===== src/rtl/afc_pkg.sv =====
// afc_pkg: shared types and constants for the box versus frustum culling block
// payload structs, plane codes and matrix reset values; no dependencies
`timescale 1ns / 1ps

package afc_pkg;

    localparam int COORD_BITS     = 24;
    localparam int COEF_BITS_DEF  = 16;
    localparam int NUM_ROWS       = 4;
    localparam int NUM_PLANES     = 6;
    localparam int NUM_AXES       = 3;
    localparam int NUM_COLS       = 4;
    localparam int COL_BITS       = 16;
    localparam int ROW_BITS       = 64;
    localparam int FRAC_BITS      = 8;
    localparam int CFG_INDEX_BITS = 2;

    // plane codes, in test order
    typedef enum logic [2:0] {
        PLANE_LEFT   = 3'd0,
        PLANE_RIGHT  = 3'd1,
        PLANE_BOTTOM = 3'd2,
        PLANE_TOP    = 3'd3,
        PLANE_NEAR   = 3'd4,
        PLANE_FAR    = 3'd5,
        PLANE_NONE   = 3'd6
    } plane_id_t;

    // register indexes
    typedef enum logic [CFG_INDEX_BITS-1:0] {
        REG_MATRIX_ROW0 = 2'd0,
        REG_MATRIX_ROW1 = 2'd1,
        REG_MATRIX_ROW2 = 2'd2,
        REG_MATRIX_ROW3 = 2'd3
    } cfg_reg_t;

    // identity matrix in Q8.8
    localparam logic [ROW_BITS-1:0] ROW0_RESET = 64'h0000_0000_0000_0100;
    localparam logic [ROW_BITS-1:0] ROW1_RESET = 64'h0000_0000_0100_0000;
    localparam logic [ROW_BITS-1:0] ROW2_RESET = 64'h0000_0100_0000_0000;
    localparam logic [ROW_BITS-1:0] ROW3_RESET = 64'h0100_0000_0000_0000;

    typedef struct packed {
        logic signed [COORD_BITS-1:0] min_x;
        logic signed [COORD_BITS-1:0] min_y;
        logic signed [COORD_BITS-1:0] min_z;
        logic signed [COORD_BITS-1:0] max_x;
        logic signed [COORD_BITS-1:0] max_y;
        logic signed [COORD_BITS-1:0] max_z;
    } box_t;

    typedef struct packed {
        logic      visible;
        plane_id_t rejecting_plane;
    } result_t;

    // per-stage load enables handed to the plane evaluators
    typedef struct packed {
        logic prod_ld;
        logic sum_ld;
    } stage_ld_t;

endpackage


===== src/rtl/afc_plane_eval.sv =====
// afc_plane_eval: positive-vertex products and signed sum for one plane
// two register stages; depends on afc_pkg
`timescale 1ns / 1ps

module afc_plane_eval #(
    parameter int COEF_BITS = afc_pkg::COEF_BITS_DEF
) (
    input  logic                                       clk,
    input  afc_pkg::stage_ld_t                         ld,
    input  afc_pkg::box_t                              box,
    input  logic [afc_pkg::NUM_COLS-1:0][COEF_BITS:0]  coef,
    output logic                                       outside
);
    import afc_pkg::*;

    localparam int PROD_BITS = COEF_BITS + 1 + COORD_BITS;
    localparam int SUM_BITS  = PROD_BITS + 2;

    logic signed [COORD_BITS-1:0] lo [NUM_AXES];
    logic signed [COORD_BITS-1:0] hi [NUM_AXES];
    logic signed [PROD_BITS-1:0]  prod_next [NUM_AXES];
    logic signed [PROD_BITS-1:0]  prod_reg  [NUM_AXES];
    logic signed [SUM_BITS-1:0]   sum;
    logic signed [SUM_BITS-1:0]   w_term;
    logic                         outside_reg;

    assign lo[0] = box.min_x;
    assign lo[1] = box.min_y;
    assign lo[2] = box.min_z;
    assign hi[0] = box.max_x;
    assign hi[1] = box.max_y;
    assign hi[2] = box.max_z;

    // non-negative normal component picks the max corner
    always_comb
    begin
        logic signed [COEF_BITS:0]    c;
        logic signed [COORD_BITS-1:0] v;
        for (int a = 0; a < NUM_AXES; a++)
        begin
            c = signed'(coef[a]);
            v = c[COEF_BITS] ? lo[a] : hi[a];
            prod_next[a] = PROD_BITS'(c) * PROD_BITS'(v);
        end
    end

    always_ff @(posedge clk)
    begin
        if (ld.prod_ld)
        begin
            for (int a = 0; a < NUM_AXES; a++)
                prod_reg[a] <= prod_next[a];
        end
    end

    // w scaled by one in Q8.8
    assign w_term = SUM_BITS'(signed'({coef[NUM_COLS-1], {FRAC_BITS{1'b0}}}));
    assign sum = SUM_BITS'(prod_reg[0]) + SUM_BITS'(prod_reg[1])
               + SUM_BITS'(prod_reg[2]) + w_term;

    always_ff @(posedge clk)
    begin
        if (ld.sum_ld)
            outside_reg <= sum[SUM_BITS-1];
    end

    assign outside = outside_reg;

endmodule


===== config.mk =====
export PLATFORM = sky130hd
export DESIGN_NAME = afc_plane_eval
export DESIGN_NICKNAME = d
export VERILOG_FILES = /design/src/rtl/afc_pkg.sv /design/src/rtl/afc_plane_eval.sv
export SDC_FILE = /design/constraint.sdc
export NUM_CORES = 2
export LEC_CHECK = 0
export ABC_CLOCK_PERIOD_IN_PS = 8250
export CAP_MARGIN = 20
export CORE_MARGIN = 2
export CORE_UTILIZATION = 50
export DETAILED_ROUTE_END_ITERATION = 8
export DONT_BUFFER_PORTS = 1
export PLACE_DENSITY = 0.69
export SETUP_SLACK_MARGIN = 0.15
export SLEW_MARGIN = 40
export SYNTH_ARGS = -nofsm -noshare
export SYNTH_HDL_FRONTEND = slang
export SYNTH_SLANG_ARGS = --single-unit

===== constraint.sdc =====
create_clock -name clk -period 8.25 [get_ports clk]
set_clock_uncertainty 0.1 [all_clocks]
set_input_delay 0.825 -clock clk [delete_from_list [all_inputs] [get_ports clk]]
set_output_delay 0.825 -clock clk [all_outputs]
set_load 0.02 [all_outputs]

* After elaboration in Yosys (flattened, before gate mapping) *
Memory sizes are Yosys's and may differ from the RTL's.
Index checks and enable logic that the tools add are counted.

word-level totals
  input port bits = 215
  memories = 1
  RAM bits = 123
  output and inout port bits = 1
  logic and storage cells = 13
  register bits after elaboration = 1

operators by class
  muxes and demuxes = 5
  multiply operators = 3
  $add $sub $neg = 3

memory list
  name      depth  bits a word  rd ports  clocked after Yosys merged registers in  wr ports  line                  text
  prod_reg  3      41           3         0                                        3         afc_plane_eval.sv:22  logic signed [PROD_BITS-1:0] prod_reg [NUM_AXES];

operators with widths
  kind                                            number
  17-bit by 24-bit multiplier with 41-bit output  3
  24-bit two-way mux                              3
  42-bit by 41-bit adder with 43-bit output       1
  43-bit by 25-bit adder with 43-bit output       1
  41-bit by 41-bit adder with 42-bit output       1
  1-bit two-way mux                               2

* Logic depth before layout (Yosys ltp) *
An unclocked memory read counts as a cell.

  word-level depth = 4
  gate-level depth with buffers = 28
  depth with buffers taken out = 25

* Worst setup path after synthesis *
OpenSTA, ideal clock, no wires.

  kind = input port to flip-flop
  start = in coef[33] (netlist bit)
  end = mem prod_reg[0][80] (netlist bit), data pin
  stages = 26
  path buffers = 3
  library setup time = 0.258 ns
  slack = 0.717 ns
  arrival time = 7.175 ns
  required time = 7.892 ns
  cells stage by stage = buf_1 mux2_2 clkbuf_1 nand2_1 inv_1 fa_1 inv_1 fa_1 inv_1 fa_1 fa_1 fa_1 inv_1 fa_1 inv_1 ha_1 buf_2 and3_1 nor4b_2 nand2_1 or3_1 o32ai_1 a211oi_1 o31ai_1 a21oi_1 xnor2_1

RTL lines
  what         line                  text
  from (decl)  afc_plane_eval.sv:11  input logic [afc_pkg::NUM_COLS-1:0][COEF_BITS:0] coef,
  to (decl)    afc_plane_eval.sv:22

==> run summary <==
status = complete, no violations
Die H = 321 um
initial antenna violation count = 3
syn avg cell area = 9.71 um2
drt total wl = 116000 um
CTS max path bufs = 2
WL met3 = 6660 um
Yosys cell types = 72
hold bufs inserted after CTS = 0
CTS clk-pin slew, worst paths = 0.06 ns
I/O Buffers = 0
DR DRC count = 0
first-pass GRT wire length = 194000 um
critical path peak fanout = 31
Hold WC Path Type = input pin to flop
Worst-Skew Late Latency = 0.44 ns
Starting DRT DRC Count = 2022
Inst Count DP = 6295
WL met2 = 59200 um
max reg flops = 123
Inserted Clock Buffers = 17
Die ar. = 0.103 mm2
largest net degree at the start of global routing = 124
CP Class = input pin to flop
Synth Cell Area = 0.0503 mm2
fillers = 9024
Syn Inst Count = 5179
CP Data Required Time = 8.34 ns
CTS tree = built
number of flops mapped to enable cells by yosys = 124
routed length per instance = 18.4 um
arrival time at the worst endpoint = 7.59 ns
GRT overflow = 0
fin cells = 6326
minimum clock period = 7.50 ns
Synth Register Bits = 124
Die W = 321 um
I/O pin total = 216
most common cell after layout, fill and taps aside = fa_1
Post-CTS Setup Repair Bufs = 0
vias per cell = 5.32
nets@finish = 6851
Layout Area Growth over Synthesis = 3.11%
CTS root buf = clkbuf_16
total negative slack = 0 ns
Pre-antenna DRT Iters = 5
maxcap violations = 0
vias in the first global route = 37200
most frequent cells in the layout = fa_1 (1275), inv_1 (1251), nand2_1 (680)
H-tree depth = 4
uppermost layer routed = met4
Worst slew margin = 0.467
unrepaired setup endpoints after global routing = no
row count = 116
Worst setup EP type = flop
Post-synth ARST share = 0
kind of start point of the critical path = input pin
Final period util = 0.909
count of final hold-check violations = 0
DP HPWL = 98900 um
post_cts resized = 0
via count = 33700
yosys warns = 0
Routability Congestion = 0.888
Synth Net Count = 7014
final setup fails = 0
detailed-route wire length on metal 1 = 47500 um
clock sink total = 124
final antenna-violating net count = 0
final instance area = 0.0519 mm2
max-slew violation count = 0
f_max = 0.133 GHz
Core Area = 0.0999 mm2
Worst-Margin Slew = 0.779 ns
area of placed instances = 0.0513 mm2
Initial Util = 0.504
Main synth FF type = edfxtp_1
Total Routing Usage GR = 0.239
share of cells above drive strength 1 = 0.0278
post-synthesis sequential area ratio = 0.0740
## Yosys cell counts (all sizes together) (5+ instances only)
cell	instances	area, um2
a211oi	15	118
a21o	64	480
a21oi	91	478
a311oi	5	62.6
a31oi	12	75.1
and2	482	3020
and3	18	113
buf	10	41.3
clkbuf	184	691
edfxtp	124	3720
fa	1277	25600
ha	343	4290
inv	1253	4700
mux2	69	777
nand2	680	2550
nand2b	38	238
nand3	21	110
nand4	20	125
nor2	103	387
nor2b	53	339
nor3	25	125
o211ai	8	65.1
o21a	15	113
o21ai	48	240
o21bai	14	105
o31ai	11	82.6
or2	5	31.3
or3	10	62.6
xnor2	95	832
xor2	33	289
## cell families (layout without fill, tap and decap cells)
kind of cell,after synthesis,in the layout,synth area share
flip-flops,124,124,0.0740
XOR/XNOR,128,128,0.0223
buffers and inverters,1448,1296,0.108
AND/OR/NAND/NOR,1469,1469,0.143
multiplexers,73,73,0.0162
other,0,1,0
AO/OA/AOI/OAI,317,317,0.0424
adder cells (fa/ha/maj),1620,1620,0.593
## per-layer routing
metal / vias up / global-route usage
li1: 14900 / -
met3: 192 / 0.0321
met1: 17600 / 0.319
met2: 951 / 0.411
met5: - / 0
met4: 0 / 0.0617
## critical path, stage by stage
cell,delay [ns]
mux2_2,0.46
nand2_1,0.17
inv_1,0.10
fa_1,0.66
inv_1,0.14
fa_1,0.49
inv_1,0.05
fa_1,0.50
fa_1,0.52
fa_1,0.50
inv_1,0.05
fa_1,0.47
inv_1,0.04
ha_1,0.40
and3_1,0.21
nor4b_2,0.31
nand2_1,0.15
or3_1,0.32
o32ai_1,0.41
a211oi_1,0.21
o31ai_1,0.31
a21oi_1,0.12
xnor2_1,0.14
## stage by stage
step / setup WS (ns) / hold slack (ns) / utilization
after floorplan: 0.717 / 0.837 / -
after global placement: 0.592 / 0.839 / 0.514
after detailed placement: 0.373 / 0.839 / 0.514
after CTS: 0.821 / 0.382 / 0.519
after global routing: 0.416 / 0.374 / 0.519
final: 0.753 / 0.388 / 0.519
## layout make-up
type                       count  area [um2]  area share
tap                         1298        1620      0.0313
clock buffer                  17         425     0.00820
inverter                    1254        4710      0.0907
clock inverter                13         144     0.00277
multi-input combinational   3607       41200       0.793
timing repair buffer          12        90.1     0.00174
antenna                        1        2.50   0.0000482
sequential                   124        3720      0.0718
## final timing paths
check / from / end / slack (ns) / cells past startpoint
min: ld[0] / outside / 0.39 / 0
min reg2reg: prod_reg[0][122] / outside / 0.95 / 4
max: coef[33] / prod_reg[0][80] / 0.75 / 23
max reg2reg: prod_reg[0][3] / outside / 4.11 / 12
Power is left out: the tool's default activity adds up to more than one toggle a clock period on the data nets, which glitch-free logic cannot reach.
