`src/rtl/afc_pkg.sv`:
```
// afc_pkg: shared types and constants for the box versus frustum culling block
// payload structs, plane codes and matrix reset values; no dependencies
`timescale 1ns / 1ps

package afc_pkg;

    localparam int COORD_BITS     = 24;
    localparam int COEF_BITS_DEF  = 16;
    localparam int NUM_ROWS       = 4;
    localparam int NUM_PLANES     = 6;
    localparam int NUM_AXES       = 3;
    localparam int NUM_COLS       = 4;
    localparam int COL_BITS       = 16;
    localparam int ROW_BITS       = 64;
    localparam int FRAC_BITS      = 8;
    localparam int CFG_INDEX_BITS = 2;

    // plane codes, in test order
    typedef enum logic [2:0] {
        PLANE_LEFT   = 3'd0,
        PLANE_RIGHT  = 3'd1,
        PLANE_BOTTOM = 3'd2,
        PLANE_TOP    = 3'd3,
        PLANE_NEAR   = 3'd4,
        PLANE_FAR    = 3'd5,
        PLANE_NONE   = 3'd6
    } plane_id_t;

    // register indexes
    typedef enum logic [CFG_INDEX_BITS-1:0] {
        REG_MATRIX_ROW0 = 2'd0,
        REG_MATRIX_ROW1 = 2'd1,
        REG_MATRIX_ROW2 = 2'd2,
        REG_MATRIX_ROW3 = 2'd3
    } cfg_reg_t;

    // identity matrix in Q8.8
    localparam logic [ROW_BITS-1:0] ROW0_RESET = 64'h0000_0000_0000_0100;
    localparam logic [ROW_BITS-1:0] ROW1_RESET = 64'h0000_0000_0100_0000;
    localparam logic [ROW_BITS-1:0] ROW2_RESET = 64'h0000_0100_0000_0000;
    localparam logic [ROW_BITS-1:0] ROW3_RESET = 64'h0100_0000_0000_0000;

    typedef struct packed {
        logic signed [COORD_BITS-1:0] min_x;
        logic signed [COORD_BITS-1:0] min_y;
        logic signed [COORD_BITS-1:0] min_z;
        logic signed [COORD_BITS-1:0] max_x;
        logic signed [COORD_BITS-1:0] max_y;
        logic signed [COORD_BITS-1:0] max_z;
    } box_t;

    typedef struct packed {
        logic      visible;
        plane_id_t rejecting_plane;
    } result_t;

    // per-stage load enables handed to the plane evaluators
    typedef struct packed {
        logic prod_ld;
        logic sum_ld;
    } stage_ld_t;

endpackage

```
`src/rtl/afc_planes.sv`:
```
// afc_planes: matrix row registers and derived frustum plane coefficients
// depends on afc_pkg
`timescale 1ns / 1ps

module afc_planes #(
    parameter int COEF_BITS = afc_pkg::COEF_BITS_DEF
) (
    input  logic                                  clk,
    input  logic                                  rst_n,
    input  logic                                  cfg_we,
    input  logic [afc_pkg::CFG_INDEX_BITS-1:0]    cfg_index,
    input  logic [afc_pkg::ROW_BITS-1:0]          cfg_data,
    output logic [afc_pkg::NUM_PLANES-1:0][afc_pkg::NUM_COLS-1:0][COEF_BITS:0] plane_coef
);
    import afc_pkg::*;

    logic [ROW_BITS-1:0] matrix_reg [NUM_ROWS];
    logic [NUM_PLANES-1:0][NUM_COLS-1:0][COEF_BITS:0] plane_reg;
    logic [NUM_PLANES-1:0][NUM_COLS-1:0][COEF_BITS:0] plane_next;

    always_ff @(posedge clk or negedge rst_n)
    begin
        if (!rst_n)
        begin
            matrix_reg[0] <= ROW0_RESET;
            matrix_reg[1] <= ROW1_RESET;
            matrix_reg[2] <= ROW2_RESET;
            matrix_reg[3] <= ROW3_RESET;
        end
        else if (cfg_we)
        begin
            unique case (cfg_reg_t'(cfg_index))
                REG_MATRIX_ROW0: matrix_reg[0] <= cfg_data;
                REG_MATRIX_ROW1: matrix_reg[1] <= cfg_data;
                REG_MATRIX_ROW2: matrix_reg[2] <= cfg_data;
                REG_MATRIX_ROW3: matrix_reg[3] <= cfg_data;
                default: ;
            endcase
        end
    end

    // plane p uses row p/2; odd planes subtract it from row 3
    always_comb
    begin
        logic signed [COEF_BITS:0] r3;
        logic signed [COEF_BITS:0] rk;
        for (int p = 0; p < NUM_PLANES; p++)
        begin
            for (int k = 0; k < NUM_COLS; k++)
            begin
                r3 = (COEF_BITS+1)'(signed'(matrix_reg[3][COL_BITS*k +: COEF_BITS]));
                rk = (COEF_BITS+1)'(signed'(matrix_reg[p/2][COL_BITS*k +: COEF_BITS]));
                plane_next[p][k] = (p % 2 == 1) ? r3 - rk : r3 + rk;
            end
        end
    end

    always_ff @(posedge clk)
    begin
        plane_reg <= plane_next;
    end

    assign plane_coef = plane_reg;

endmodule

```
`config.mk`:
```
export PLATFORM = sky130hd
export DESIGN_NAME = afc_planes
export DESIGN_NICKNAME = d
export VERILOG_FILES = /design/src/rtl/afc_pkg.sv /design/src/rtl/afc_planes.sv
export SDC_FILE = /design/constraint.sdc
export NUM_CORES = 1
export LEC_CHECK = 0
export BUFFER_PORTS_ARGS = -buffer_cell sky130_fd_sc_hd__buf_2
export CORE_MARGIN = 3
export CORE_UTILIZATION = 45
export DETAILED_ROUTE_END_ITERATION = 8
export HOLD_SLACK_MARGIN = 0.06
export MAX_ROUTING_LAYER = met4
export RECOVER_POWER = 100
export SLEW_MARGIN = 30
export SYNTH_ARGS = -nofsm -noshare
export SYNTH_HDL_FRONTEND = slang
export SYNTH_SLANG_ARGS = --single-unit
```
`constraint.sdc`:
```
create_clock -name clk -period 5.9 [get_ports clk]
set_input_delay 0.295 -clock clk [delete_from_list [all_inputs] [get_ports clk]]
set_output_delay 0.295 -clock clk [all_outputs]
set_load 0.02 [all_outputs]
```
Yosys cells after proc, flatten, opt, wreduce, memory -nomap -nowiden:

Index checks and enable logic that the tools add are counted.

* bits in registers: 664
* output and inout bits: 408
* word-level logic and storage cells: 60

* add/sub/neg operators: 24
* eq/ne operators: 3
* reduce and logical (&&, ||, !) cells: 5

Operators by type and width (count)
* $add A16 B16 Y17: 12
* $sub A16 B16 Y17: 12
* $reduce_and A2 Y1: 4
* $eq A2 B2 Y1 const B: 2
* $eq A2 B1 Y1 const B: 1
* $logic_not A2 Y1: 1

Depth between registers and ports, before layout:

Gate-level depths: netlist of run 1.

* depth after elaboration: 2
* gate-level depth with buffers: 9
* gate-level depth less buffers: 9

Worst setup path before layout of run 1:

OpenSTA, ideal clock, no wires.

* path type: reg2reg
* start: reg matrix_reg[33] (netlist bit)
* end: reg plane_reg, in the netlist plane_coef[118]
* clock period less this slack: 2.554 ns
* slack: 3.346 ns
* cell stages (with the launch flop): 9
* path buffers: 0
* data arrival time: 2.437 ns
* cell sequence: dfrtp_1 inv_1 fa_1 nand3b_1 a21oi_1 nor2_1 o21ai_1 or4b_1 a41o_1

RTL lines
* start: declaration: line afc_planes.sv:17 `logic [ROW_BITS-1:0] matrix_reg [NUM_ROWS];`
* end signal: assignment: line afc_planes.sv:60 `plane_reg <= plane_next;`
* end: declaration: line afc_planes.sv:18 `logic [NUM_PLANES-1:0][NUM_COLS-1:0][COEF_BITS:0] plane_reg;`

Worst setup path in the final report of run 1:

* start: in cfg_index[0] (netlist bit)
* end: reg matrix_reg[94] (netlist bit)

* longest elaborated chain between the ends: 2

RTL lines
* start: declaration: line afc_planes.sv:11 `input logic [afc_pkg::CFG_INDEX_BITS-1:0] cfg_index,`
* $eq A2 B2 Y1: line afc_planes.sv:32 `unique case (cfg_reg_t'(cfg_index))`
* $reduce_and A2 Y1 (no source line)

Every way passes these cells.
A chain may end at the register's enable or synchronous reset.

==> results of run 1 <==
area by class of cell:
cell class | instances | area [um^2] | share of cell area [%]
sequential | 652 | 14300 | 33.7
clock buffer | 101 | 2170 | 5.11
timing repair buffer | 548 | 2570 | 6.05
multi-input combinational | 2665 | 20200 | 47.6
clock inverter | 38 | 404 | 0.950
tap | 1060 | 1330 | 3.12
inverter | 390 | 1460 | 3.44
antenna | 7 | 17.5 | 0.0412
power by group:
group	internal, mW	switching, mW
Clock	2.91	1.92
Sequential	6.26	1.06
Combinational	3.94	7.35
Total	13.1	10.3
stage by stage:
step	cell area [um^2]	power (mW)	setup slack, ps	util (%)
floorplan	37000	15.2	3350	-
global placement	40000	19.0	2800	49.3
detailed placement	40000	19.0	2770	49.4
CTS	43300	24.0	2750	53.4
global route	42500	25.0	1420	52.5
finish	42500	23.4	2050	52.5
worst reg2reg max path: stages, from the launching register on:
cell and delay, ps:
dfrtp_1 630, ha_1 320, nand2b_1 170, a221oi_1 370, o21ai_0 330, o311ai_0 1100, nand4_1 190, o311ai_0 150
cells in the final DEF (no fill, tap or decap), types with 12 or more instances in the layout:
cell           netlist  final
a221oi_1            17     23
fa_1                24     24
a21oi_1            275    275
buf_2               42     65
xnor2_1            241    241
nor3_1              69     69
a31oi_1             31     31
o22ai_1             12     12
o21a_1              37     37
inv_1              383    383
clkbuf_1           112    428
nor2b_1             61     61
clkbuf_16            0     81
o311ai_0            18     20
ha_1               384    384
o21ai_0            199    208
a21o_1              51     51
xor2_1              30     30
o21bai_1            37     37
o31ai_1             40     41
nand2_1            168    168
a211oi_1            28     30
nor2_1             263    263
or2_2               13     13
and3_1              12     12
clkinv_2             0     17
nand4_1             30     30
dlygate4sd3_1        0     65
o31a_1              17     17
dfxtp_1            396    396
dfrtp_1            252    252
a2111oi_0           17     17
nor4_1              33     34
nand2b_1            69     69
or3_1               22     22
o211ai_1            25     25
nand3_1             39     39
mux2_2             200    199
cell families after synthesis:
group | Yosys count | share of synthesized area (%)
muxes | 208 | 6.30
buffers and inverters | 572 | 6.26
AOI/OAI and AO/OA | 951 | 17.1
and+or+nand+nor | 827 | 11.0
adders and majority gates | 408 | 14.3
xor gates and xnor gates | 271 | 6.41
DFF | 652 | 38.7
layer usage:
layer | track usage [%] | vias to the layer above | share of wire [%]
met1 | 32.3 | 14000 | 46
met2 | 39.2 | 799 | 46
met4 | 5.82 | 0 | 2.0
met5 | - | - | 0
li1 | - | 14400 | -
met3 | 3.78 | 139 | 6.2
how the worst min path moves through the flow:
stage          slack, ps  cells after the start        endpoint
6_report             250                      2  matrix_reg[93]
5_1_grt              350                      2  matrix_reg[93]
4_1_cts              300                      2  matrix_reg[93]
3_5_place_dp         380                      1  matrix_reg[93]
3_3_place_gp         390                      1  matrix_reg[93]
2_1_floorplan       -0.6                      0   matrix_reg[0]
==> out/summary.txt, run 1 <==
CP startpoint: cfg_index[0]
DR WL/cell: 19.1 um
Unrepaired setup endpoints after global routing: false
HPWL after DPL: 80.2 mm
Synth area leaders: dfxtp_1 21%, dfrtp_1 17%, ha_1 13%, mux2_2 6.1%, xnor2_1 5.7%
Worst Hold Class: in2async
Slew margin rel.: -193%
MaxCap Viol Count: 7
Mapped cell area: 0.0370 mm^2
Clock Tree Root: clkbuf_16
Status: complete, but fails checks
Die X-Extent: 293 um
FFs w/ async S/R, synth: 39.3%
Critical path endpoint category: flop
Register area share after synthesis: 38.7%
Layout Nets: 4810
Vias after detailed routing: 29400
Final Setup Violations: 0
Max VDD drop: 0.362 mV
Die area: 0.0858 mm^2
CTS resizes: 0
Flop2flop setup slack: 2510 ps
R2R cell count: 7
Count leader, synth: dfxtp_1
Slew Limit Fails: 365
Synth Warn #: 0
Initial Util: 45.7%
Crit Path Max Fanout: 33
Final hold slack: 253 ps
Syn_area_per_cell: 9.52 um^2
# hold bufs at CTS: 65
Number of antenna violations at the first check in global routing: 8
Reg2reg start: matrix_reg[33]
FP Rows: 104
Clock buffer depth: 3
Worst-Skew Late Latency: 610 ps
Worst Tran Pin Value: 4390 ps
Routed Antenna Nets: 0
CP arrival: 4340 ps
PortBufs: 476
Core box area: 0.0811 mm^2
Share of cells above drive strength 1: 9.74%
Cell area power density: 551 mW/mm^2
IO Count: 477
Inst Count DP: 5250
Fmax achieved: 260 MHz
First-pass GRT wire length: 161 mm
Buffer count from post-CTS setup fixing: 0
Final Cycle Share: 65.3%
Crit path capture: matrix_reg[94]
Cell taking the most area after synthesis: dfxtp_1
Setup Skew: 20.0 ps
Clk slew on worst S/H paths: 60 ps
DRC: 0
Required time of the worst setup path: 6390 ps
Drt pass-1 iters: 6
Via-to-Cell Ratio: 5.37
Worst path bufs/invs: 3
Top cell type's share of synthesized area: 21.4%
Final std cells w/o fill: 5461
Largest net degree at the start of global routing: 125
Mapped Cells: 3889
GRT Util Overall: 24.4%
Crit path launch type: input port
Cell Chain, Critical Path: clkbuf_1, nand3b_1, clkbuf_1, clkbuf_1, mux2_2
CP max stage delay: 1690 ps
CTS Buf Count: 76
GRT overflow: 0
Post-Syn Nets: 4366
Synth cell types: 102
Post-layout min period: 3850 ps
Slowest library cell on the worst path: clkbuf_1
Commonest cells post-synth: 396 x dfxtp_1, 384 x ha_1, 383 x inv_1
CP dominant cell by count: clkbuf_1
EDFF count, synth: 0
Final Hold Viols: 0
Filler cell count: 7828
Drt total wl: 104 mm
Yosys reg bits: 652
Number of global-route vias before repair: 28200
Failing checks: capacitance limit, slew limit
CTS tree: done
Clk sink count: 652
Cell family with most CP delay: buffers and inverters
Drt first-iter violations: 1993
RD Place Congestion: 0.941
Crit path kind: in2reg
Htree depth: 3
Area growth syn-to-layout: 14.8%
Max reg flops: 396
RR Endpoint: plane_coef[321]
Ys flop type: dfxtp_1
Critical Path Stages: 5
DIE HEIGHT: 293 um
Final setup TNS: 0 ps
Pleak: 18.7 nW
(Power assumes the default switching activity.)
==> run 2, diff against run 1 <==
PLACE_DENSITY = 0.67   (was default)
clock period = 3.4 ns   (was 5.9 ns; I/O delays follow)
==> run 2 against run 1 <==
Net effect: the run still ends with capacitance limit, slew limit left; critical endpoint is now plane_coef[167]; sequential share of layout area fell by 0.075 points; combinational power up 74%; clock power is 71% higher; non-clock buffer count is 9 higher; critical path depth rose by 3; highest routed layer unchanged; sequential power increased by 72%; die area unchanged; worst hold slack better by 100 ps; total power increased by 73%.
==> out/summary.txt, run 2 (synthesized netlist as in run 1, its figures left out) <==
Die area: 0.0858 mm^2 (unchanged)
IO Count: 477 (unchanged)
Slew margin rel.: -63.1% (+130 points)
Number of global-route vias before repair: 28800 (+2.0%)
Post-layout min period: 3110 ps
Slew Limit Fails: 306 (-16%)
DR WL/cell: 19.3 um (+1.2%)
Total power: 40.6 mW (+73%)
Max reg flops: 396 (unchanged)
RD Place Congestion: 0.929 (-1.3%)
Unrepaired setup endpoints after global routing: false
DIE HEIGHT: 293 um (unchanged)
Crit Path Max Fanout: 10 (-70%)
Setup Skew: 33.5 ps (+13.5 ps)
Uppermost layer routed: met4
Via-to-Cell Ratio: 5.41 (+0.61%)
Reg2reg start: matrix_reg[152]
Share of cells above drive strength 1: 9.88% (+0.14 points)
Vias after detailed routing: 29600 (+0.89%)
Final Cycle Share: 91.3%
CP arrival: 3600 ps (-740 ps)
Final Hold Viols: 0 (unchanged)
GRT overflow: 0 (unchanged)
MaxCap Viol Count: 6 (-1)
Pleak: 18.7 nW (about the same)
Final std cells w/o fill: 5476 (+0.27%)
Worst Hold Class: in2reg
Required time of the worst setup path: 3900 ps (-2490 ps)
Fmax achieved: 322 MHz
Final hold slack: 354 ps (+102 ps)
HPWL after DPL: 81.6 mm (+1.8%)
Largest net degree at the start of global routing: 125 (unchanged)
CP startpoint: matrix_reg[152]
Routed wl met2: 48.8 mm (+1.2%)
Cell area power density: 953 mW/mm^2 (+73%)
Drt total wl: 106 mm (+1.5%)
Crit path kind: reg2reg
Hold Crit Start: cfg_data[15]
Initial Util: 45.7% (unchanged)
Clk sink count: 652 (unchanged)
FP Rows: 104 (unchanged)
Max VDD drop: 0.575 mV (+59%)
Fin util: 52.6% (+0.12 points)
Worst Tran Pin Value: 2450 ps (-1940 ps)
DRC: 0 (unchanged)
Crit path launch type: flop
Clock Tree Root: clkbuf_16
Core box area: 0.0811 mm^2 (unchanged)
Area growth syn-to-layout: 15.1%
Die X-Extent: 293 um (unchanged)
CTS tree: done
Layout Nets: 4819 (+0.19%)
Number of antenna violations at the first check in global routing: 16 (+8)
WL met3: 6.19 mm (-3.5%)
Critical path endpoint category: flop
Worst-Skew Late Latency: 620 ps (about the same)
Inst Count DP: 5257 (+0.13%)
Failing checks: capacitance limit, slew limit
Drt first-iter violations: 2005 (+0.60%)
GRT Util Overall: 24.7% (+0.39 points)
Drt pass-1 iters: 5 (-1)
First-pass GRT wire length: 165 mm (+2.2%)
Clock buffer depth: 3 (unchanged)
Clk slew on worst S/H paths: 60 ps (about the same)
CTS Buf Count: 76 (unchanged)
Status: complete, but fails checks
Buffer count from post-CTS setup fixing: 0 (unchanged)
Htree depth: 3 (unchanged)
WL met1: 48.3 mm (+1.8%)
Final setup TNS: 0 ps (unchanged)
Routed Antenna Nets: 0 (unchanged)
Commonest non-fill, non-tap cells in the layout: 433 x clkbuf_1, 396 x dfxtp_1, 384 x ha_1
PortBufs: 476 (unchanged)
Final Setup Violations: 0 (unchanged)
Commonest non-fill, non-tap cell in the layout: clkbuf_1
Filler cell count: 7770 (-0.74%)
run 2: changes by cell type in the layout (fill, tap and decap cells not counted), moves of 3 or more:
| cell | before | now |
|---|---|---|
| bufinv_16 | 7 | 3 |
| clkbuf_1 | 428 | 433 |
| clkbuf_16 | 81 | 84 |
| clkbuf_2 | 1 | 4 |
| clkinv_2 | 17 | 11 |
| clkinv_4 | 3 | 6 |
| clkinvlp_4 | 1 | 7 |
| diode_2 | 7 | 12 |
| inv_6 | 5 | 2 |
| o41ai_1 | 7 | 4 |
run 2: worst max-delay path, cell delays in order, from the launching register on:
cell       delay [ps]
dfstp_1           550
inv_1              50
ha_1              430
nor4_1            690
nor4b_2           470
o21ai_1           210
nand3_2           150
a2111oi_0         100
or3_1             370
run 2: layout make-up:
| type | instances | area, um^2 | share of cell area [%] |
|---|---|---|---|
| clock buffer | 106 | 2240 | 5.27 |
| multi-input combinational | 2665 | 20300 | 47.6 |
| clock inverter | 34 | 319 | 0.749 |
| sequential | 652 | 14300 | 33.6 |
| inverter | 390 | 1460 | 3.43 |
| timing repair buffer | 557 | 2630 | 6.17 |
| antenna | 12 | 30.0 | 0.0705 |
| tap | 1060 | 1330 | 3.11 |
run 2: worst paths after layout:
kind	depth (start not counted)	endpoint	slack, ps
setup / recovery	8	plane_coef[167]	290
hold / removal	4	matrix_reg[207]	350
setup reg to reg	8	plane_coef[167]	290
hold reg to reg	2	matrix_reg[200]	520
max in group asynchronous	4	matrix_reg[8]	830
min in group asynchronous	3	matrix_reg[69]	1110
run 2: what timing repair did:
item / in CTS / in global routing
hold buffers: 67 / 0
hold endpoints to repair: 497 / 0
gates resized for setup: 0 / 0
setup endpoints to repair: 0 / 0
run 2: power breakdown:
part,internal (mW),switching [mW],leakage [nW]
Clock,4.89,3.37,1.24
Combinational,6.85,12.9,11.1
Sequential,10.9,1.75,6.39
Total,22.6,18.0,18.7
run 2: per-layer routing:
metal	up-vias	GRT usage, %
met2	846	39.5
met5	-	-
met4	0	6.12
met1	14200	33.2
li1	14400	-
met3	146	3.51
run 2: stage by stage:
stage / worst slack (ps) / area, um^2
finish: 295 / 42600
global route: 96.4 / 42600
CTS: 389 / 43300
detailed placement: 432 / 40100
global placement: 482 / 40100
floorplan: 846 / 37000
==> run 3, diff against run 2 <==
RECOVER_POWER = 50   (was 100)
==> run 3 against run 2 <==
Net effect: the flow still finishes with violations (capacitance limit, slew limit); critical path depth is the same; sequential share of layout area decreased by 0.17 points; total power up 0.58%; design area increased by 0.51%; fmax up 2.4%; highest routed layer unchanged.
==> out/summary.txt, run 3 (synthesized netlist as in run 1, its figures left out) <==
Final Hold Viols: 0 (unchanged)
CTS tree: done
Layout Nets: 4819 (unchanged)
Uppermost layer routed: met4
DIE HEIGHT: 293 um (unchanged)
Vias after detailed routing: 29500 (-0.39%)
DRC: 0 (unchanged)
Worst path bufs/invs: 1 (unchanged)
Slew margin rel.: -63.0% (+0.14 points)
Max reg flops: 396 (unchanged)
# hold bufs at CTS: 67 (unchanged)
Final std cells w/o fill: 5476 (unchanged)
Fmax achieved: 330 MHz (+2.4%)
Post-layout min period: 3030 ps (-73.8 ps)
Crit path kind: reg2reg
Required time of the worst setup path: 3890 ps (about the same)
Final Setup Violations: 0 (unchanged)
Number of antenna violations at the first check in global routing: 15 (-1)
Slowest library cell on the worst path: dfrtp_1
Initial Util: 45.7% (unchanged)
WL met1: 48.6 mm (+0.60%)
Drt first-iter violations: 1974 (-1.5%)
Drt pass-1 iters: 5 (unchanged)
Cell Chain, Critical Path: inv_1, fa_1, nand2b_1, a21oi_1, o21ai_1, o41ai_2, o21ai_0, a31o_2
Clk slew on worst S/H paths: 60 ps (about the same)
Worst Tran Pin Value: 2450 ps (-2.07 ps)
Buffer count from post-CTS setup fixing: 0 (unchanged)
Final setup TNS: 0 ps (unchanged)
Unrepaired setup endpoints after global routing: false
IO Count: 477 (unchanged)
Status: complete, but fails checks
Filler cell count: 7709 (-0.79%)
Die area: 0.0858 mm^2 (unchanged)
Drt total wl: 106 mm (about the same)
Clock buffer depth: 3 (unchanged)
Critical Path Stages: 8 (unchanged)
GRT Util Overall: 24.7% (unchanged)
Routed wl met2: 49.0 mm (+0.29%)
Share of cells above drive strength 1: 11.9% (+2.0 points)
DR WL/cell: 19.3 um (about the same)
Crit path launch type: flop
Final hold slack: 353 ps (-1.25 ps)
Cell family with most CP delay: compound AO/OA/AOI/OAI gates
HPWL after DPL: 81.6 mm (unchanged)
Fin util: 52.8% (+0.27 points)
Crit Path Max Fanout: 11 (+1)
Critical path endpoint category: flop
First-pass GRT wire length: 165 mm (unchanged)
Setup Skew: 35.6 ps (+2.12 ps)
Inst Count DP: 5257 (unchanged)
R2R cell count: 8 (unchanged)
Pleak: 18.9 nW (+1.1%)
Commonest non-fill, non-tap cells in the layout: 396 x dfxtp_1, 384 x ha_1, 383 x inv_1
Cell area power density: 953 mW/mm^2 (about the same)
Hold Crit Start: cfg_data[15]
Total power: 40.8 mW (+0.58%)
Failing checks: capacitance limit, slew limit
MaxCap Viol Count: 6 (unchanged)
Clock Tree Root: clkbuf_16
FP Rows: 104 (unchanged)
CP startpoint: matrix_reg[33]
WL met3: 5.74 mm (-7.3%)
Die X-Extent: 293 um (unchanged)
RD Place Congestion: 0.929 (unchanged)
Commonest non-fill, non-tap cell in the layout: dfxtp_1
Htree depth: 3 (unchanged)
CP max stage delay: 640 ps (-50 ps)
Final Cycle Share: 89.2% (-2.2 points)
PortBufs: 476 (unchanged)
Via-to-Cell Ratio: 5.39 (-0.39%)
Clk sink count: 652 (unchanged)
CP arrival: 3520 ps (-80 ps)
CTS Buf Count: 76 (unchanged)
Slew Limit Fails: 306 (unchanged)
Largest net degree at the start of global routing: 125 (unchanged)
GRT overflow: 0 (unchanged)
Core box area: 0.0811 mm^2 (unchanged)
Worst-Skew Late Latency: 620 ps (about the same)
CTS resizes: 0 (unchanged)
Worst Hold Class: in2reg
Max VDD drop: 0.574 mV (-0.17%)
Worst Hold Depth: 4 (unchanged)
Reg2reg start: matrix_reg[33]
Number of global-route vias before repair: 28800 (unchanged)
Area growth syn-to-layout: 15.7%
Routed Antenna Nets: 0 (unchanged)
-- run 3: cell types whose count changed in the layout (fill, tap and decap cells not counted), moves of 6 or more --
cell      delta
a221oi_1     -6
a221oi_2     +6
buf_2       +64
clkbuf_1    -66
o21ai_0      -9
o21ai_1      +8
-- run 3: layer usage --
layer / track usage [%] / up-vias
met5: - / -
met4: 6.12 / 0
met3: 3.51 / 145
met2: 39.5 / 829
met1: 33.2 / 14100
li1: - / 14400
-- run 3: worst min-delay path: stages --
cell,delay (ps)
dlygate4sd3_1,520
buf_2,130
nand2_1,50
o21ai_0,60
-- run 3: area by class of cell --
| class | count | area, um^2 | area share [%] |
|---|---|---|---|
| Multi-Input combinational cell | 2665 | 20400 | 47.6 |
| Tap cell | 1060 | 1330 | 3.10 |
| Antenna cell | 12 | 30.0 | 0.0701 |
| Clock inverter | 34 | 319 | 0.745 |
| Sequential cell | 652 | 14300 | 33.5 |
| Clock buffer | 106 | 2240 | 5.24 |
| Timing Repair Buffer | 557 | 2720 | 6.35 |
| Inverter | 390 | 1460 | 3.42 |
-- run 3: stage by stage --
stage,setup slack (ps),instance area (um^2)
finish,369,42800
global route,174,42800
CTS,389,43300
detailed placement,432,40100
global placement,482,40100
floorplan,846,37000
-- run 3: path summary, 6_finish.rpt --
kind                                         to  slack, ps
worst max-delay path            plane_coef[390]        370
worst min-delay path            matrix_reg[207]        350
worst max register to register  plane_coef[390]        370
worst min register to register  matrix_reg[200]        520
max in group asynchronous       matrix_reg[198]        830
min in group asynchronous         matrix_reg[2]       1110
-- run 3: report_power, final --
| group | switching [mW] | total [mW] | internal, mW |
|---|---|---|---|
| Clock | 3.37 | 8.26 | 4.89 |
| Sequential | 1.74 | 12.6 | 10.9 |
| Combinational | 13.0 | 20.0 | 7.01 |
| Total | 18.1 | 40.8 | 22.8 |
